`src/rtl/ale_pkg.sv`:
```
`default_nettype none
package ale_pkg;

  localparam int CAPACITY = 64;
  localparam int IDX_W    = 6;
  localparam int CNT_W    = 7;
  localparam int DATA_W   = 32;
  localparam int RES_W    = 40;

  typedef enum logic [4:0] {
    OP_CLEAR         = 5'd0,
    OP_APPEND        = 5'd1,
    OP_INSERT        = 5'd2,
    OP_DELETE        = 5'd3,
    OP_GET           = 5'd4,
    OP_SET           = 5'd5,
    OP_LSEARCH       = 5'd6,
    OP_BSEARCH       = 5'd7,
    OP_MAX           = 5'd8,
    OP_MIN           = 5'd9,
    OP_SUM           = 5'd10,
    OP_SORTED        = 5'd11,
    OP_REVERSE       = 5'd12,
    OP_LSHIFT        = 5'd13,
    OP_RSHIFT        = 5'd14,
    OP_LROT          = 5'd15,
    OP_RROT          = 5'd16,
    OP_SORTED_INSERT = 5'd17,
    OP_PARTITION     = 5'd18
  } op_t;

  typedef enum logic [2:0] {
    ST_OK       = 3'd0,
    ST_BADIDX   = 3'd1,
    ST_FULL     = 3'd2,
    ST_EMPTY    = 3'd3,
    ST_NOTFOUND = 3'd4
  } status_t;

  typedef enum logic [2:0] {
    S_IDLE,
    S_SCAN,
    S_APPLY,
    S_FINAL,
    S_DONE
  } state_t;

  typedef struct packed {
    logic [4:0]               opcode;
    logic [CNT_W-1:0]         position;
    logic signed [DATA_W-1:0] item_value;
  } request_t;

  typedef struct packed {
    logic signed [RES_W-1:0] result_value;
    logic [IDX_W-1:0]        found_index;
    logic                    sorted_flag;
    logic [CNT_W-1:0]        entry_count;
    logic [2:0]              status;
  } result_t;

  // Command broadcast to every cell of the row.
  typedef struct packed {
    logic                     rot;
    logic                     shr;
    logic                     shl;
    logic [CNT_W-1:0]         lo;
    logic [CNT_W-1:0]         hi;
    logic                     wa_en;
    logic [IDX_W-1:0]         wa;
    logic signed [DATA_W-1:0] wa_val;
    logic                     wb_en;
    logic [IDX_W-1:0]         wb;
    logic signed [DATA_W-1:0] wb_val;
  } cell_cmd_t;

endpackage
`default_nettype wire

```
`src/rtl/ale_cell.sv`:
```
`default_nettype none
module ale_cell (
  input  wire logic                                  clk,
  input  wire logic [ale_pkg::IDX_W-1:0]             idx,
  input  wire ale_pkg::cell_cmd_t                    cmd,
  input  wire logic signed [ale_pkg::DATA_W-1:0]     left,
  input  wire logic signed [ale_pkg::DATA_W-1:0]     right,
  output logic signed [ale_pkg::DATA_W-1:0]          value
);

  logic [ale_pkg::CNT_W-1:0] pos;

  assign pos = {1'b0, idx};

  // Direct writes win over the range shifts.
  always_ff @(posedge clk) begin
    priority if (cmd.rot) begin
      value <= right;
    end else if (cmd.wa_en && idx == cmd.wa) begin
      value <= cmd.wa_val;
    end else if (cmd.wb_en && idx == cmd.wb) begin
      value <= cmd.wb_val;
    end else if (cmd.shr && pos > cmd.lo && pos <= cmd.hi) begin
      value <= left;
    end else if (cmd.shl && pos >= cmd.lo && pos < cmd.hi) begin
      value <= right;
    end
  end

endmodule
`default_nettype wire

```
`config.mk`:
```
export PLATFORM = sky130hd
export DESIGN_NAME = ale_cell
export DESIGN_NICKNAME = d
export VERILOG_FILES = /design/src/rtl/ale_pkg.sv /design/src/rtl/ale_cell.sv
export SDC_FILE = /design/constraint.sdc
export NUM_CORES = 1
export LEC_CHECK = 0
export ABC_CLOCK_PERIOD_IN_PS = 3800
export BUFFER_PORTS_ARGS = -buffer_cell sky130_fd_sc_hd__clkbuf_2
export CORE_UTILIZATION = 40
export CTS_BUF_LIST = sky130_fd_sc_hd__clkbuf_2
export DETAILED_ROUTE_END_ITERATION = 12
export PLACE_DENSITY = 0.77
export SETUP_SLACK_MARGIN = 0.05
export SYNTH_ARGS = -nofsm -noshare
export SYNTH_HDL_FRONTEND = slang
export SYNTH_SLANG_ARGS = --single-unit
```
`constraint.sdc`:
```
create_clock -name clk -period 3.8 [get_ports clk]
set_clock_uncertainty 0.2 [all_clocks]
set_input_delay 0.95 -clock clk [delete_from_list [all_inputs] [get_ports clk]]
set_output_delay 0.95 -clock clk [all_outputs]
set_load 0.02 [all_outputs]
```
After elaboration in Yosys (flattened, before gate mapping):

Index checks and enable logic that the tools add are counted.

* logic and storage cells: 19
* register bits after elaboration: 32
* input port bits: 166
* output and inout bits: 32

* equal/unequal tests: 2
* muxes and demuxes: 5
* reductions and logical operators: 7
* order comparisons: 4

Operators by type and width (number)
* two-way mux 32 bit: 5
* equality test 6 bit: 2
* greater-or-equal comparator 6 x 7 -> 1 bit: 1
* > comparator 6 x 7 -> 1 bit: 1
* <= comparator 6 x 7 -> 1 bit: 1
* < comparator 6 x 7 -> 1 bit: 1
* logical AND 1 bit: 6
* nonzero test 5 bit: 1

Longest topological paths before layout:

Gate-level depths: netlist of run 1.

* word-level depth: 8
* gate-level depth with buffers: 9
* mapped depth without buffers: 8

Worst setup path after synthesis of run 1:

Ideal clock, no wire load.

* path kind: input to register
* start: in cmd[87] (netlist name)
* end: reg value[0] (netlist name) (enable)
* arrival time: 3.122 ns
* buffers on the path: 1
* setup time: 0.629 ns
* data required time: 2.971 ns
* slack: -0.151 ns
* stages: 8
* cells stage by stage: inv_1 -> ha_1 -> and3b_1 -> a211oi_2 -> nor2_1 -> o221ai_4 -> buf_8 -> nand4_1

* cells in the longest elaborated chain, start to end: 4

RTL lines
* start: declaration: RTL line ale_cell.sv:5 `input wire ale_pkg::cell_cmd_t cmd,`
* > comparator 6 x 7 -> 1 bit / greater-or-equal comparator 6 x 7 -> 1 bit (equally long branches): RTL line ale_cell.sv:23, ale_cell.sv:25
* logical AND 1 bit, on equally long branches (2 in series): RTL line ale_cell.sv:23, ale_cell.sv:25
* nonzero test 5 bit (no line) *
* end signal: assignment: RTL line ale_cell.sv:22 `value <= cmd.wb_val;`
* end signal: assignment: RTL line ale_cell.sv:24 `value <= left;`
* end signal: assignment: RTL line ale_cell.sv:26 `value <= right;`
* end: declaration: RTL line ale_cell.sv:8 `output logic signed [ale_pkg::DATA_W-1:0] value`

Every way passes the cells marked *; elsewhere a longest branch is shown, timed or not.
A chain may end at the register's enable or synchronous reset.

Final worst setup path of run 1:

* start: in idx[2] (netlist name)
* end: reg value[30] (netlist name), data pin

* cells in the longest elaborated chain, start to end: 7

RTL lines
* start: declaration: RTL line ale_cell.sv:4 `input wire logic [ale_pkg::IDX_W-1:0] idx,`
* > comparator 6 x 7 -> 1 bit: RTL line ale_cell.sv:23 `end else if (cmd.shr && pos > cmd.lo && pos <= cmd.hi) begin`
* logical AND 1 bit (2 in series): RTL line ale_cell.sv:23
* two-way mux 32 bit: RTL line ale_cell.sv:23
* two-way mux 32 bit: RTL line ale_cell.sv:21 `end else if (cmd.wb_en && idx == cmd.wb) begin`
* two-way mux 32 bit *: RTL line ale_cell.sv:19 `end else if (cmd.wa_en && idx == cmd.wa) begin`
* two-way mux 32 bit *: RTL line ale_cell.sv:17 `priority if (cmd.rot) begin`
* end signal: assignment: RTL line ale_cell.sv:18 `value <= right;`
* end signal: assignment: RTL line ale_cell.sv:20 `value <= cmd.wa_val;`
* end signal: assignment: RTL line ale_cell.sv:22

Marks and branches as above.

==> results of run 1 <==
worst max-delay path: cells and delay by family:
kind | cells | cell delay [ps]
AND/OR/NAND/NOR | 1 | 50
buffers and inverters | 2 | 520
AO/OA/AOI/OAI | 4 | 680
multiplexers | 1 | 290
adder cells (fa/ha/maj) | 1 | 340
metal layers:
metal  global-route usage, %  wire length, um  vias up
li1                        -                -     1507
met1                    26.9             3710     1440
met2                    42.3             4650      145
met3                    5.17              706       13
met4                    6.35              131        0
met5                       0                0        -
final cells by class:
class	instances	area, um2	share of cell area [%]
multi-input cells	215	1900	45.6
repair buffers	209	1100	26.4
flip-flops and latches	32	961	23.0
well taps	99	124	2.97
inverters	11	46.3	1.11
clock buffers	6	30.0	0.720
clock inverters	1	5.00	0.120
placed cells by master, fill, tap and decap left out, types with 8 or more instances in the layout:
| master | netlist | layout |
|---|---|---|
| ha_1 | 12 | 10 |
| edfxtp_1 | 32 | 32 |
| xor2_1 | 8 | 8 |
| buf_4 | 0 | 10 |
| mux2i_1 | 31 | 31 |
| o221ai_2 | 19 | 19 |
| o21ai_0 | 32 | 32 |
| clkbuf_2 | 0 | 203 |
| nand2_1 | 33 | 33 |
| o221ai_1 | 12 | 12 |
| a22oi_2 | 30 | 30 |
| inv_1 | 11 | 9 |
cell families (layout without fill, tap and decap cells):
logic type / after synthesis / count (layout)
buffers and inverters: 35 / 227
muxes: 32 / 32
DFF: 32 / 32
xor gates and xnor gates: 12 / 12
adders and majority gates: 12 / 12
and+or+nand+nor: 53 / 53
AOI/OAI and AO/OA: 106 / 106
final timing paths:
path	to	slack (ps)	cells after the start
hold / removal	value[7]	670	3
setup / recovery	value[30]	870	9
per-stage QoR:
| step | instances | worst slack, ps | area [um2] | TNS (ps) |
|---|---|---|---|---|
| 2_1_floorplan | 282 | -49.5 | 3060 | -1580 |
| 3_3_place_gp | 566 | 538 | 4140 | 0 |
| 3_5_place_dp | 566 | 463 | 4140 | 0 |
| 4_1_cts | 573 | 898 | 4170 | 0 |
| 5_1_grt | 573 | 719 | 4170 | 0 |
| 6_report | 573 | 869 | 4170 | 0 |
power breakdown:
group | leakage (uW) | switching (uW) | internal [uW]
logic | 0.00166 | 243 | 178
registers | 0.000318 | 14.9 | 455
clock network | 0.0000288 | 124 | 44.0
==> impl_metrics.tcl, run 1 <==
set metrics [dict create \
    rsz0062_at_grt "false" \
    final_util_pct 57.2 \
    initial_core_util_pct 41.6 \
    cp_max_fo 19 \
    synth_area_um2 3030 \
    route.detailed.drc 0 \
    place_congestion 0.800 \
    fillCellCount 686 \
    synth-adder-area-share_pct 4.95 \
    ir_drop_uv 135 \
    top_register "value" \
    synth.largest_area_cell "edfxtp_1" \
    async_flop_share_pct 0 \
    synth_compound_area_share_pct 34.1 \
    die-area_um2 7940 \
    drt-total-wl_um 9200 \
    status "complete, no violations" \
    gr-usage-all-layers_pct 23.0 \
    portBuffers 197 \
    synthMuxAreaShare_pct 10.6 \
    ctsResizeCount 0 \
    antenna_cells 0 \
    largest_register_ffs 32 \
    yosys-top-cells-area "edfxtp_1, a22oi_2, mux2i_1" \
    io_pins 198 \
    hpwl_um 7050 \
    maxCapViolCount 0 \
    synth.top_cell.area_share_pct 31.7 \
    fmax_mhz 341 \
    grt_pass1_wl_um 14000 \
    endpoint_kind "register" \
    power_density_nw_per_um2 254 \
    vias 3105 \
    tightestPinTransition_ps 733 \
    synthCells 282 \
    cts_made_buffers 5 \
    setup_viol 0 \
    core_um2 7290 \
    ant_nets 0 \
    cts_root_buf "clkbuf_2" \
    hold_viol 0 \
    worstSetupPathType "input port to register" \
    grt-ovfl-total 0 \
    drtPass1Iterations 4 \
    die_width_um 89.1 \
    reg_top3 "value: 32 flops" \
    fp.dieH_um 89.1 \
    vias_per_cell 5.42 \
    layout.nets 652 \
    p_total_uw 1060 \
    synth.yosys.seq_area_share_pct 31.7 \
    synth_top_family_by_area "compound AO/OA/AOI/OAI gates" \
    path_cells "clkbuf_2 -> ha_1 -> nand2_1 -> o21ai_0 -> a21oi_1 -> o221ai_4 -> buf_4 -> mux2i_1 -> o221ai_2" \
    synth_common_cells "nand2_1, edfxtp_1, o21ai_0" \
    ys_warn_count 0 \
    cts_tree "built" \
    yosysUniqueCellTypes 36 \
    grt_start_max_net_pins 66 \
    cp_data_arrival_time_ps 2840 \
    holdWs_ps 671 \
    post-cts-setup-buffers 0 \
    slowest_stage "buf_4" \
    placementRows 31 \
    yosys.area_share.simple_pct 8.66 \
    post-route-period-util_pct 77.1 \
    drive_gt1_share_pct 58.6 \
    synth_edf_count 32 \
    cts_hold_buf 0 \
    drt_iter0_markers 111 \
    start_kind "input port" \
    worst_hold_path_type "input port to register" \
    ys_dominant_reg_cell "edfxtp_1" \
    h-tree-depth 2 \
    syn_nets 460 \
    period_needed_ps 2930 \
    wl_per_cell_um 16.1 \
    max_stage_delay_ps 370 \
    relSlewSlack_pct 51.1 \
    crit_start "idx[2]" \
    area_delta_synth_final_pct 37.4 \
    synth-xor-area-share_pct 3.46 \
    slew_viol_final 0 \
    yosys_register_bits 32 \
    min-delay-start "right[7]" \
    antenna_found_initial 0 \
    cts.clk_slew.worst_paths_ps 180 \
    p_leak_uw 0.00201 \
    clock_sinks 32 \
    yosysMostFrequentCell "nand2_1" \
    grt_pass1_vias 3019 \
    synth_area_per_cell_um2 10.8 \
    required_ps 3710 \
    clockBufferDepth 2 \
]
Note: power is estimated with default switching activity, not from simulation.
==> run 2, diff against run 1 <==
--- a/config.mk
+++ b/config.mk
@@ -5,12 +5,12 @@
 export SDC_FILE = /design/constraint.sdc
 export NUM_CORES = 1
 export LEC_CHECK = 0
-export ABC_CLOCK_PERIOD_IN_PS = 3800
+export ABC_CLOCK_PERIOD_IN_PS = 3000
 export BUFFER_PORTS_ARGS = -buffer_cell sky130_fd_sc_hd__clkbuf_2
-export CORE_UTILIZATION = 40
+export CORE_UTILIZATION = 44
 export CTS_BUF_LIST = sky130_fd_sc_hd__clkbuf_2
 export DETAILED_ROUTE_END_ITERATION = 12
-export PLACE_DENSITY = 0.77
+export PLACE_DENSITY = 0.8
 export SETUP_SLACK_MARGIN = 0.05
 export SYNTH_ARGS = -nofsm -noshare
 export SYNTH_HDL_FRONTEND = slang
==> constraint.sdc (replaced) <==
create_clock -name clk -period 3 [get_ports clk]
set_clock_uncertainty 0.2 [all_clocks]
set_input_delay 0.75 -clock clk [delete_from_list [all_inputs] [get_ports clk]]
set_output_delay 0.75 -clock clk [all_outputs]
set_load 0.02 [all_outputs]
==> run 2 against run 1 <==
Final area up 0.93%. Via count up 2.6%. Combinational power up 29%. Flip-flop and latch count unchanged. Clock power up 27%. Non-clock buffer count up 5. Sequential power up 26%. Global-route usage up 2.3 points. First-iteration DRC count down 11%. Largest cell class unchanged.
==> impl_metrics.tcl, run 2 (synthesized netlist as in run 1, its figures left out) <==
set metrics [dict create \
    fmax_mhz 385 \
    slew_viol_final 0 \
    rsz0062_at_grt "false" \
    clock_sinks 32 \
    route.detailed.drc 0 \
    clockBufferDepth 2 \
    h-tree-depth 2 \
    combPwrFrac_pct 40.2 \
    drtPass1Iterations 4 \
    placementRows 29 \
    wl_per_cell_um 16.0 \
    reg_top3 "value: 32 flops" \
    p_int_uw 872 \
    slowest_stage "ha_1" \
    whs_path_depth 3 \
    layout_commonest_cell "clkbuf_2" \
    post-cts-setup-buffers 0 \
    grt-ovfl-total 0 \
    start_kind "input port" \
    antenna_cells 0 \
    p_leak_uw 0.00204 \
    post-route-period-util_pct 86.6 \
    p_sw_share_pct 35.5 \
    cts_made_buffers 5 \
    gr-usage-all-layers_pct 25.3 \
    grt_pass1_wl_um 14500 \
    grt_start_max_net_pins 37 \
    grt_pass1_vias 3283 \
    required_ps 2920 \
    antenna_found_initial 0 \
    place_ws_ps 4.28 \
    hpwl_um 7110 \
    cts_hold_buf 0 \
    p_total_uw 1350 \
    hold_end "value[20]" \
    final_cell_mix "clkbuf_2, nand2_1, o21ai_0, edfxtp_1, mux2i_1" \
    tightestPinTransition_ps 441 \
    switchingPower_uw 479 \
    seqPwrFrac_pct 44.0 \
    drive_gt1_share_pct 59.0 \
    power_density_nw_per_um2 321 \
    fin_cells 557 \
    initial_core_util_pct 46.7 \
    maxCapViolCount 0 \
    status "complete, no violations" \
    cts.clk_slew.worst_paths_ps 170 \
    drt_iter0_markers 99 \
    worstSetupPathType "input port to register" \
    ctsResizeCount 0 \
    drt-total-wl_um 8910 \
    place_congestion 0.940 \
    worst_hold_path_type "input port to register" \
    min-delay-start "right[20]" \
    path_cells "clkbuf_2 -> ha_1 -> a21oi_1 -> o21ai_0 -> a21oi_1 -> o221ai_4 -> buf_12 -> mux2i_1 -> o221ai_1" \
    ant_nets 0 \
    die-area_um2 7230 \
    vias 3187 \
    largest_register_ffs 32 \
    cts_tree "built" \
    cp_max_fo 15 \
    cts_root_buf "clkbuf_2" \
    crit_top_cell "a21oi_1" \
    placed_cells 549 \
    hold_viol 0 \
    clkPwrFrac_pct 15.8 \
    layout.nets 657 \
    ir_drop_uv 189 \
    max_stage_delay_ps 340 \
    io_pins 198 \
    cp_data_arrival_time_ps 2510 \
    setup_viol 0 \
    core_um2 6490 \
    relSlewSlack_pct 70.6 \
    fp.dieH_um 85.0 \
    fillCellCount 529 \
    top_register "value" \
    setup_slack_ps 402 \
    period_needed_ps 2600 \
    area_delta_synth_final_pct 38.7 \
    portBuffers 197 \
    vias_per_cell 5.72 \
    die_width_um 85.0 \
    endpoint_kind "register" \
]
-- run 2: cell types whose count changed in the layout (fill, tap and decap cells not counted), sizes merged --
cell / change
buf: +5
clkbuf: +1
-- run 2: through the flow --
stage	hold WS (ps)	util, %	TNS [ps]	instance area [um2]
after floorplan	745	-	-20780	3060
after global placement	850	64.2	0	4170
after detailed placement	859	64.2	0	4170
after CTS	449	64.8	0	4210
after global routing	438	64.8	0	4210
final	472	64.8	0	4210
-- run 2: critical path: cells and delay by family --
family | cells | cell delay (ps)
AOI/OAI and AO/OA | 5 | 920
buffers and inverters | 2 | 320
adders and majority gates | 1 | 340
muxes | 1 | 160
-- run 2: per-layer routing --
| metal | vias to the layer above | GRT usage (%) | part of all wire (%) |
|---|---|---|---|
| met5 | - | 0 | 0 |
| met4 | 0 | 10.2 | 2.3 |
| met3 | 24 | 6.23 | 7.0 |
| met2 | 147 | 47.7 | 52 |
| met1 | 1505 | 26.9 | 39 |
| li1 | 1511 | - | - |
-- run 2: worst max path at each step --
stage / from / end / slack, ps
after floorplan: idx[2] / value[0] / -650
after global placement: idx[2] / value[31] / 80
after detailed placement: idx[1] / value[19] / 4
after CTS: idx[2] / value[5] / 430
after global routing: idx[1] / value[14] / 310
final: idx[2] / value[5] / 400
-- run 2: final cells by class --
type	count	area, um2	area share (%)
Clock buffer	7	35.0	0.832
Sequential cell	32	961	22.8
Multi-Input combinational cell	215	1900	45.2
Inverter	11	46.3	1.10
Tap cell	77	96.3	2.29
Timing Repair Buffer	214	1160	27.6
Clock inverter	1	3.75	0.0892
-- run 2: power groups by stage --
stage / Combinational (uW) / Sequential (uW) / Clock, uW
after CTS: 546 / 595 / 222
after global routing: 589 / 600 / 241
after global placement: 532 / 603 / 0
final: 543 / 594 / 213
after detailed placement: 544 / 606 / 0
after floorplan: 200 / 700 / 0
