[src/rtl/ale_pkg.sv]
`default_nettype none
package ale_pkg;

  localparam int CAPACITY = 64;
  localparam int IDX_W    = 6;
  localparam int CNT_W    = 7;
  localparam int DATA_W   = 32;
  localparam int RES_W    = 40;

  typedef enum logic [4:0] {
    OP_CLEAR         = 5'd0,
    OP_APPEND        = 5'd1,
    OP_INSERT        = 5'd2,
    OP_DELETE        = 5'd3,
    OP_GET           = 5'd4,
    OP_SET           = 5'd5,
    OP_LSEARCH       = 5'd6,
    OP_BSEARCH       = 5'd7,
    OP_MAX           = 5'd8,
    OP_MIN           = 5'd9,
    OP_SUM           = 5'd10,
    OP_SORTED        = 5'd11,
    OP_REVERSE       = 5'd12,
    OP_LSHIFT        = 5'd13,
    OP_RSHIFT        = 5'd14,
    OP_LROT          = 5'd15,
    OP_RROT          = 5'd16,
    OP_SORTED_INSERT = 5'd17,
    OP_PARTITION     = 5'd18
  } op_t;

  typedef enum logic [2:0] {
    ST_OK       = 3'd0,
    ST_BADIDX   = 3'd1,
    ST_FULL     = 3'd2,
    ST_EMPTY    = 3'd3,
    ST_NOTFOUND = 3'd4
  } status_t;

  typedef enum logic [2:0] {
    S_IDLE,
    S_SCAN,
    S_APPLY,
    S_FINAL,
    S_DONE
  } state_t;

  typedef struct packed {
    logic [4:0]               opcode;
    logic [CNT_W-1:0]         position;
    logic signed [DATA_W-1:0] item_value;
  } request_t;

  typedef struct packed {
    logic signed [RES_W-1:0] result_value;
    logic [IDX_W-1:0]        found_index;
    logic                    sorted_flag;
    logic [CNT_W-1:0]        entry_count;
    logic [2:0]              status;
  } result_t;

  // Command broadcast to every cell of the row.
  typedef struct packed {
    logic                     rot;
    logic                     shr;
    logic                     shl;
    logic [CNT_W-1:0]         lo;
    logic [CNT_W-1:0]         hi;
    logic                     wa_en;
    logic [IDX_W-1:0]         wa;
    logic signed [DATA_W-1:0] wa_val;
    logic                     wb_en;
    logic [IDX_W-1:0]         wb;
    logic signed [DATA_W-1:0] wb_val;
  } cell_cmd_t;

endpackage
`default_nettype wire

[src/rtl/ale_seq.sv]
`default_nettype none
module ale_seq (
  input  wire logic                              clk,
  input  wire logic                              rst,
  input  wire logic                              start,
  output logic                                   busy,
  input  wire ale_pkg::request_t                 request,
  input  wire logic signed [ale_pkg::DATA_W-1:0] head,
  output ale_pkg::cell_cmd_t                     cmd,
  output logic                                   done,
  output ale_pkg::result_t                       result
);

  localparam logic [ale_pkg::IDX_W-1:0] LAST = ale_pkg::IDX_W'(ale_pkg::CAPACITY - 1);
  localparam logic [ale_pkg::CNT_W-1:0] CAP  = ale_pkg::CNT_W'(ale_pkg::CAPACITY);

  ale_pkg::state_t state, state_next;

  logic [ale_pkg::IDX_W-1:0]         r;
  logic [4:0]                        op;
  logic [ale_pkg::CNT_W-1:0]         pos;
  logic signed [ale_pkg::DATA_W-1:0] item;
  logic [ale_pkg::CNT_W-1:0]         count, count_next;
  logic [2:0]                        st, st_next;
  logic [ale_pkg::IDX_W-1:0]         pa, pa_next, pb, pb_next;
  logic [ale_pkg::CNT_W-1:0]         lo, lo_next, hp, hp_next;
  logic [ale_pkg::IDX_W-1:0]         fidx, fidx_next;
  logic                              hit;
  logic signed [ale_pkg::DATA_W-1:0] va, vb, mx, mn, prev;
  logic signed [ale_pkg::RES_W-1:0]  sum;
  logic                              sorted;
  logic                              afound, bfound;
  logic [ale_pkg::IDX_W-1:0]         anew, bnew;
  logic [ale_pkg::CNT_W-1:0]         kins;
  logic                              iterate;
  logic                              pass_start;
  logic                              scanning;
  logic                              valid;
  logic [ale_pkg::CNT_W:0]           mid_sum;
  logic [ale_pkg::CNT_W-1:0]         mid_next;
  logic [ale_pkg::CNT_W-1:0]         start_mid;
  logic signed [ale_pkg::RES_W-1:0]  rv;

  assign busy     = (state != ale_pkg::S_IDLE);
  assign scanning = (state == ale_pkg::S_SCAN) || (state == ale_pkg::S_FINAL);
  assign valid    = ({1'b0, r} < count);
  assign pass_start = (state == ale_pkg::S_IDLE && start) || (state == ale_pkg::S_APPLY);
  assign start_mid = (count == '0) ? '0 : ale_pkg::CNT_W'((count - 1'b1) >> 1);

  always_ff @(posedge clk) begin
    if (rst) begin
      state <= ale_pkg::S_IDLE;
    end else begin
      state <= state_next;
    end
  end

  always_comb begin
    state_next = state;
    cmd        = '0;
    count_next = count;
    st_next    = st;
    pa_next    = pa;
    pb_next    = pb;
    lo_next    = lo;
    hp_next    = hp;
    fidx_next  = fidx;
    iterate    = 1'b0;
    mid_sum    = '0;
    mid_next   = '0;
    unique case (state)
      ale_pkg::S_IDLE: begin
        if (start) begin
          state_next = ale_pkg::S_SCAN;
        end
      end
      ale_pkg::S_SCAN: begin
        cmd.rot = 1'b1;
        if (r == LAST) begin
          state_next = ale_pkg::S_APPLY;
        end
      end
      ale_pkg::S_FINAL: begin
        cmd.rot = 1'b1;
        if (r == LAST) begin
          state_next = ale_pkg::S_DONE;
        end
      end
      ale_pkg::S_DONE: begin
        state_next = ale_pkg::S_IDLE;
      end
      ale_pkg::S_APPLY: begin
        st_next = ale_pkg::ST_OK;
        unique case (op)
          ale_pkg::OP_CLEAR: begin
            count_next = '0;
          end
          ale_pkg::OP_APPEND: begin
            if (count >= CAP) begin
              st_next = ale_pkg::ST_FULL;
            end else begin
              cmd.wa_en  = 1'b1;
              cmd.wa     = count[ale_pkg::IDX_W-1:0];
              cmd.wa_val = item;
              count_next = count + 1'b1;
            end
          end
          ale_pkg::OP_INSERT: begin
            if (pos > count) begin
              st_next = ale_pkg::ST_BADIDX;
            end else if (count >= CAP) begin
              st_next = ale_pkg::ST_FULL;
            end else begin
              cmd.shr    = 1'b1;
              cmd.lo     = pos;
              cmd.hi     = count;
              cmd.wa_en  = 1'b1;
              cmd.wa     = pos[ale_pkg::IDX_W-1:0];
              cmd.wa_val = item;
              count_next = count + 1'b1;
            end
          end
          ale_pkg::OP_DELETE: begin
            if (count == '0) begin
              st_next = ale_pkg::ST_EMPTY;
            end else if (pos >= count) begin
              st_next = ale_pkg::ST_BADIDX;
            end else begin
              cmd.shl    = 1'b1;
              cmd.lo     = pos;
              cmd.hi     = count - 1'b1;
              count_next = count - 1'b1;
            end
          end
          ale_pkg::OP_GET: begin
            if (pos >= count) begin
              st_next = ale_pkg::ST_BADIDX;
            end
          end
          ale_pkg::OP_SET: begin
            if (pos >= count) begin
              st_next = ale_pkg::ST_BADIDX;
            end else begin
              cmd.wa_en  = 1'b1;
              cmd.wa     = pos[ale_pkg::IDX_W-1:0];
              cmd.wa_val = item;
            end
          end
          ale_pkg::OP_LSEARCH: begin
            if (hit) begin
              // The hit equals the key, so entry 0 simply takes the key.
              cmd.wa_en  = 1'b1;
              cmd.wa     = fidx;
              cmd.wa_val = va;
              cmd.wb_en  = 1'b1;
              cmd.wb     = '0;
              cmd.wb_val = item;
            end else begin
              st_next = ale_pkg::ST_NOTFOUND;
            end
          end
          ale_pkg::OP_BSEARCH: begin
            if (lo < hp) begin
              if (va == item) begin
                fidx_next = pa;
              end else begin
                if (va > item) begin
                  hp_next = {1'b0, pa};
                end else begin
                  lo_next = {1'b0, pa} + 1'b1;
                end
                mid_sum  = {1'b0, lo_next} + {1'b0, hp_next} - 1'b1;
                mid_next = mid_sum[ale_pkg::CNT_W:1];
                if (lo_next < hp_next) begin
                  iterate = 1'b1;
                  pa_next = mid_next[ale_pkg::IDX_W-1:0];
                end else begin
                  st_next = ale_pkg::ST_NOTFOUND;
                end
              end
            end else begin
              st_next = ale_pkg::ST_NOTFOUND;
            end
          end
          ale_pkg::OP_MAX, ale_pkg::OP_MIN: begin
            if (count == '0) begin
              st_next = ale_pkg::ST_EMPTY;
            end
          end
          ale_pkg::OP_REVERSE: begin
            if (pa < pb) begin
              cmd.wa_en  = 1'b1;
              cmd.wa     = pa;
              cmd.wa_val = vb;
              cmd.wb_en  = 1'b1;
              cmd.wb     = pb;
              cmd.wb_val = va;
              pa_next    = pa + 1'b1;
              pb_next    = pb - 1'b1;
              iterate    = (pa_next < pb_next);
            end
          end
          ale_pkg::OP_LSHIFT, ale_pkg::OP_LROT: begin
            if (count == '0) begin
              st_next = ale_pkg::ST_EMPTY;
            end else begin
              cmd.shl    = 1'b1;
              cmd.lo     = '0;
              cmd.hi     = count - 1'b1;
              cmd.wa_en  = 1'b1;
              cmd.wa     = pb;
              cmd.wa_val = (op == ale_pkg::OP_LROT) ? va : '0;
            end
          end
          ale_pkg::OP_RSHIFT, ale_pkg::OP_RROT: begin
            if (count == '0) begin
              st_next = ale_pkg::ST_EMPTY;
            end else begin
              cmd.shr    = 1'b1;
              cmd.lo     = '0;
              cmd.hi     = count - 1'b1;
              cmd.wa_en  = 1'b1;
              cmd.wa     = '0;
              cmd.wa_val = (op == ale_pkg::OP_RROT) ? vb : '0;
            end
          end
          ale_pkg::OP_SORTED_INSERT: begin
            if (count >= CAP) begin
              st_next = ale_pkg::ST_FULL;
            end else begin
              cmd.shr    = 1'b1;
              cmd.lo     = kins;
              cmd.hi     = count;
              cmd.wa_en  = 1'b1;
              cmd.wa     = kins[ale_pkg::IDX_W-1:0];
              cmd.wa_val = item;
              count_next = count + 1'b1;
            end
          end
          ale_pkg::OP_PARTITION: begin
            if (afound && bfound) begin
              cmd.wa_en  = 1'b1;
              cmd.wa     = anew;
              cmd.wa_val = vb;
              cmd.wb_en  = 1'b1;
              cmd.wb     = bnew;
              cmd.wb_val = va;
              pa_next    = anew;
              pb_next    = bnew;
              iterate    = 1'b1;
            end
          end
          default: begin
          end
        endcase
        state_next = iterate ? ale_pkg::S_SCAN : ale_pkg::S_FINAL;
      end
      default: begin
        state_next = ale_pkg::S_IDLE;
      end
    endcase
  end

  always_comb begin
    rv = '0;
    if (st == ale_pkg::ST_OK) begin
      unique case (op)
        ale_pkg::OP_GET: rv = ale_pkg::RES_W'(va);
        ale_pkg::OP_MAX: rv = ale_pkg::RES_W'(mx);
        ale_pkg::OP_MIN: rv = ale_pkg::RES_W'(mn);
        ale_pkg::OP_SUM: rv = sum;
        default:         rv = '0;
      endcase
    end
  end

  always_ff @(posedge clk) begin
    if (rst) begin
      count <= '0;
      done  <= 1'b0;
      r     <= '0;
    end else begin
      done <= (state == ale_pkg::S_DONE);
      if (state == ale_pkg::S_APPLY) begin
        count <= count_next;
      end
      if (pass_start) begin
        r <= '0;
      end else if (scanning) begin
        r <= r + 1'b1;
      end
    end
  end

  always_ff @(posedge clk) begin
    if (state == ale_pkg::S_IDLE && start) begin
      op   <= request.opcode;
      pos  <= request.position;
      item <= request.item_value;
      fidx <= '0;
      hit  <= 1'b0;
      st   <= ale_pkg::ST_OK;
      lo   <= '0;
      hp   <= count;
      pb   <= (count == '0) ? '0 : ale_pkg::IDX_W'(count - 1'b1);
      if (request.opcode == ale_pkg::OP_GET) begin
        pa <= request.position[ale_pkg::IDX_W-1:0];
      end else if (request.opcode == ale_pkg::OP_BSEARCH) begin
        pa <= start_mid[ale_pkg::IDX_W-1:0];
      end else begin
        pa <= '0;
      end
    end else if (state == ale_pkg::S_APPLY) begin
      st   <= st_next;
      fidx <= fidx_next;
      pa   <= pa_next;
      pb   <= pb_next;
      lo   <= lo_next;
      hp   <= hp_next;
    end

    if (pass_start) begin
      sum    <= '0;
      sorted <= 1'b1;
      afound <= 1'b0;
      bfound <= 1'b0;
      kins   <= '0;
    end else if (scanning) begin
      prev <= head;
      if (valid) begin
        sum <= sum + {{(ale_pkg::RES_W - ale_pkg::DATA_W){head[ale_pkg::DATA_W-1]}}, head};
        if (r == '0) begin
          mx <= head;
          mn <= head;
        end else begin
          if (head > mx) mx <= head;
          if (head < mn) mn <= head;
          if (prev > head) sorted <= 1'b0;
        end
        if (head <= item) kins <= {1'b0, r} + 1'b1;
        if (state == ale_pkg::S_SCAN && op == ale_pkg::OP_LSEARCH && !hit && head == item) begin
          hit  <= 1'b1;
          fidx <= r;
        end
      end
      if (op == ale_pkg::OP_PARTITION) begin
        // One pass finds the next nonnegative from the left and the last
        // negative after it, up to the right bound.
        if (!afound && r >= pa && r < pb && head >= 0) begin
          afound <= 1'b1;
          anew   <= r;
          va     <= head;
        end else if (afound && r <= pb && head < 0) begin
          bfound <= 1'b1;
          bnew   <= r;
          vb     <= head;
        end
      end else begin
        if (r == pa) va <= head;
        if (r == pb) vb <= head;
      end
    end

    if (state == ale_pkg::S_DONE) begin
      result.result_value <= rv;
      result.found_index  <= fidx;
      result.sorted_flag  <= sorted;
      result.entry_count  <= count;
      result.status       <= st;
    end
  end

endmodule
`default_nettype wire

[config.mk]
export PLATFORM = sky130hd
export DESIGN_NAME = ale_seq
export DESIGN_NICKNAME = d
export VERILOG_FILES = /design/src/rtl/ale_pkg.sv /design/src/rtl/ale_seq.sv
export SDC_FILE = /design/constraint.sdc
export NUM_CORES = 1
export LEC_CHECK = 0
export ABC_CLOCK_PERIOD_IN_PS = 7000
export BUFFER_PORTS_ARGS = -buffer_cell sky130_fd_sc_hd__buf_4
export CORE_UTILIZATION = 45
export DETAILED_ROUTE_END_ITERATION = 6
export SYNTH_ARGS = -nofsm -noshare
export SYNTH_HDL_FRONTEND = slang
export SYNTH_SLANG_ARGS = --single-unit
[constraint.sdc]
create_clock -name clk -period 7 [get_ports clk]
set_input_delay 1.4 -clock clk [delete_from_list [all_inputs] [get_ports clk]]
set_output_delay 1.4 -clock clk [all_outputs]
set_load 0.01 [all_outputs]
-- After elaboration in Yosys (flattened, before gate mapping)
Index checks and enable logic that the tools add are counted.
- add/subtract/negate cells: 10
- order comparisons: 18
- equal/unequal tests: 43
- muxes and demuxes: 109
- bitwise logic cells: 4
- reduce and logical (&&, ||, !) cells: 55
- operator list (kind ; count):
    2-to-1 mux 32 bit ; 13
    case mux 39 bit (9 select lines) ; 1
    2-to-1 mux 78 bit ; 3
    case mux 40 bit (4 select lines) ; 1
    2-to-1 mux 53 bit ; 3
    2-to-1 mux 6 bit ; 24
    2-to-1 mux 7 bit ; 19
    case mux 39 bit (3 select lines) ; 1
    > comparator 32 bit ; 3
    2-to-1 mux 94 bit ; 1
    2-to-1 mux 39 bit ; 2
    case mux 14 bit (5 select lines) ; 1
    equality test 32 bit ; 2
    2-to-1 mux 54 bit ; 1
    2-to-1 mux 46 bit ; 1
    adder 40 bit ; 1
    AND reduction 4 bit ; 9
    equality test 5 x 4 -> 1 bit, second input constant ; 7
    >= comparator 32 x 1 -> 1 bit, second input constant ; 1
    <= comparator 32 bit ; 1
    < comparator 32 x 1 -> 1 bit, second input constant ; 1
    < comparator 32 bit ; 1
    equality test 5 x 3 -> 1 bit, second input constant ; 6
    2-to-1 mux 15 bit ; 2
    52 further kinds ; 134
- flip-flop bits (word level): 376
- input bits: 79
- output and inout bits: 154
- word-level logic and storage cells: 270

-- Depth between registers and ports, before layout
- word-level depth: 14
- mapped depth: 20
- gate-level depth less buffers: 18

-- Worst setup path before layout
OpenSTA, ideal clock, no wires.
- path kind: flip-flop to flip-flop
- from: register state[1]
- to: register result[0] (netlist name) (enable)
- library setup time: 0.555 ns
- arrival time: 4.689 ns
- data required time: 6.445 ns
- setup slack: 1.756 ns
- stages on the path, launching flop included: 3
- buffers on the path: 1
- clock period less this slack: 5.244 ns
- cells stage by stage: dfxtp_1 -> clkbuf_1 -> nor3b_1
- cells in the longest elaborated chain, start to end: 1
- ends and longest elaborated chain (what ; RTL line ; RTL):
    from (decl) ; ale_seq.sv:17 ; ale_pkg::state_t state, state_next;
    from (signal assigned) ; ale_seq.sv:52 ; state <= ale_pkg::S_IDLE;
    from (signal assigned) ; ale_seq.sv:54 ; state <= state_next;
    equality test 3 bit ; ale_seq.sv:364 ; if (state == ale_pkg::S_DONE) begin
    to (decl) ; ale_seq.sv:11 ; output ale_pkg::result_t result
Every way passes these cells.
A chain may end at the register's enable or synchronous reset.

==> impl_results.md <==
* Cell type with the largest total area after synthesis: edfxtp_1
* Post-route DRC at 0
* GRT Util Overall at just under 30%
* Setup bufs post-CTS at 0
* Full die area at ~52000 um2
* Post-placement cell count at roughly 3100
* Clock slew at reported path FFs at 0.06 ns
* RSZ-0062 raised after global routing: no
* YS warnings at 0
* Nets at approximately 2800
* Antenna violations before repair at 0
* Worst Setup End Kind: output pin
* Slew headroom at approximately 11%
* Final Skew at 0.0166 ns
* Max clock buf depth at 3
* Status: finished, final reports clean
* Die Span Y at approximately 230 um
* Placement row count at a little over 80
* Fraction of layout cells with a size suffix above 1 at between 10% and 20%
* Placed cell areas at roughly 26000 um2
* Crit path cell chain: inv_1 > ha_1 > nor2b_1 > o21a_1 > o21a_1 > o21a_1 > o21a_1 > o21a_1 > o21ai_0 > nand3_1 > a21oi_4 > buf_4 > o2bb2ai_1 > buf_4
* Top-count cell post-synth: edfxtp_1
* Clk_lat worst skew at just under 0.6 ns
* Worst r2r src: va[22]
* Fin crit period at approximately 6.0 ns
* Area growth, synth to finish at 17.7%
* Synth top cells by count: edfxtp_1, ha_1, a21oi_1
* Non-Filler Instances at roughly 3200
* Slowest-stage cell, CP: a21oi_4
* DP HPWL at ~57000 um
* IO Count at ~230
* Final count of hold timing violations at 0
* TritonCTS Sinks at roughly 380
* Worst Tran Pin Value at between 1 and 1.5 ns
* Pre-antenna DRT Iters at 7
* GRT overflow at 0
* Routed len/inst at approximately 24 um
* PD cells at about 230 nW/um2
* Synth async-reset ratio at 0%
* Max cap viols at 0
* Initial Utilization at 45.9%
* EDFF count, synth at just under 300
* WHS Endpoint: sum[37]
* Hold path cells at 2
* CP Buf/Inv Count at 3
* Worst min path class: reg2reg
* Mapped Cells at around 2300
* Unique masters post-synth at 73
* Crit path kind: reg2out
* GP Congestion at 0.945
* Inserted Diodes at 0
* Synth area leaders: edfxtp_1, ha_1, dfxtp_1
* Worst path required time at roughly 5.6 ns
* DR iter-0 viols at 1446
* Leakage power at around 11 nW
* Depth of the CTS H-tree at 2
* Post-route cell area at 27200 um2
* Mean cell area of the mapped netlist at ~10 um2
* CTS resizes at 0
* Peak supply drop at about 0.00019 V
* Min-delay src: sum[37]
* Via/cell ratio at roughly 6.1
* Worst r2r dst: pa[2]
* Setup slack, reg-to-reg at roughly 1.7 ns
* Num CTS Buffers at 44
* Largest net degree at the start of global routing at 53
* CTS Hold Bufs at 0
* Critical path launch point type: register
* Synthesis-stage register bit count at about 380
* R2R cell count at 16
* Via count at a little under 20000
* Critical path fanouts, max at 15
* Worst path most repeated cell: o21a_1
* Vias in the first global route at between 15000 and 20000
* Synth Flop Type: edfxtp_1
* Core Footprint at 50400 um2
* DRT antenna net count at 0
* Port Buffer Count at 232
* Largest delay contributor family on the critical path: compound AO/OA/AOI/OAI gates
* Post-synthesis sequential area ratio at between 40 and 50%
* Clock root buffer master: clkbuf_16
* Final worst path period share at 86.2%
* Fmax at about 170 MHz
* Post-synth top area share at ~38%
* Max incr delay on CP at 0.75 ns
* Sum of negative setup slack at 0 ns
* Final setup violation count at 0
* Slew Viols, Final at 0
* DIE WIDTH at roughly 230 um
* Routed WL at 78300 um
* Final hold slack at 0.476 ns
* CTS tree: done
* First-pass GRT wire length at between 100000 and 150000 um
* Arr. time, crit path at approximately 4.6 ns
* Area of the mapped netlist at roughly 23000 um2
* Syn Nets at ~2600
* Power Total at between 6 and 7 mW
==> sequential cells by signal, indices dropped and copies added, names as in the netlist, 32 cells and up <==
register and cells:
result 57, prev 32, item 32, mn 32, vb 32, mx 32, sum 40, va 32
==> placed cells by master (no fill, tap or decap), types with 10 or more instances in the layout <==
| master | synthesis | routed |
|---|---|---|
| clkinv_2 | 0 | 10 |
| inv_1 | 182 | 182 |
| buf_4 | 1 | 266 |
| a21oi_1 | 206 | 203 |
| dfxtp_1 | 84 | 84 |
| a22oi_1 | 147 | 147 |
| ha_1 | 256 | 256 |
| edfxtp_1 | 292 | 292 |
| a211oi_1 | 19 | 19 |
| clkbuf_16 | 0 | 45 |
| o21a_1 | 20 | 20 |
| o2bb2ai_1 | 36 | 36 |
| xnor2_1 | 47 | 47 |
| nand2_1 | 155 | 155 |
| and3_1 | 16 | 16 |
| a21o_1 | 68 | 67 |
| nand4_1 | 36 | 36 |
| nor2_1 | 146 | 146 |
| a22o_1 | 10 | 10 |
| o211ai_1 | 16 | 16 |
| o21ai_0 | 88 | 88 |
| or3_1 | 13 | 13 |
| a31oi_1 | 17 | 17 |
| nand2b_1 | 20 | 20 |
| mux2i_1 | 25 | 24 |
| xor2_1 | 20 | 20 |
| nor4_1 | 12 | 12 |
| nand3_1 | 52 | 52 |
| a221oi_1 | 12 | 12 |
| nor3_1 | 51 | 47 |
| nor2b_1 | 28 | 28 |
==> where the power goes <==
group | switching, mW | leakage (nW) | internal (mW)
clock | 1.01 | 0.741 | 1.48
sequential | 0.113 | 3.41 | 2.49
combinational | 0.642 | 6.76 | 0.426
total | 1.76 | 10.9 | 4.40
==> worst min-delay path: cells and delay by family (launching register included) <==
kind	cells	cell delay, ns
simple gates	1	0.06
flops	1	0.32
compound gates	1	0.05
==> metrics by stage <==
stage	worst slack, ns	utilization (%)
after floorplan	1.76	-
final	0.965	54.0
after detailed placement	1.60	51.0
after CTS	0.976	54.0
after global placement	1.74	51.0
after global routing	0.759	54.0
==> layer usage <==
layer	vias up	global-route usage, %	part of all wire [%]
met5	-	0	0
met4	0	11.8	3.9
met3	151	3.66	5.7
met2	740	50.6	49
met1	9592	37.2	41
li1	9045	-	-
==> kinds of logic (layout without fill, tap and decap cells) <==
group	Yosys count	in the layout	synth area share (%)
multiplexers	30	30	1.34
adder cells (fa/ha/maj)	262	262	14.2
AND/OR/NAND/NOR	566	566	11.9
flip-flops	376	376	45.2
buffers and inverters	287	533	4.73
AO/OA/AOI/OAI	706	706	20.1
XOR/XNOR	67	67	2.54
==> worst max-delay path by stage <==
stage,from,endpoint,slack [ns],depth (start not counted)
after global placement,op[4],cmd[46],1.74,9
after global routing,count[2],cmd[51],0.76,13
after detailed placement,count[1],cmd[51],1.60,14
final,count[1],cmd[65],0.97,14
after floorplan,state[1],result[0],1.76,2
after CTS,count[1],cmd[51],0.98,14
==> final cells by class <==
| class | instances | area [um2] |
|---|---|---|
| clock buffers | 48 | 1140 |
| clock inverters | 34 | 398 |
| fillers | 4472 | 23200 |
| inverters | 185 | 694 |
| multi-input cells | 1631 | 11700 |
| flip-flops and latches | 376 | 10500 |
| well taps | 672 | 841 |
| repair buffers | 266 | 2000 |
(Power assumes the default switching activity.)
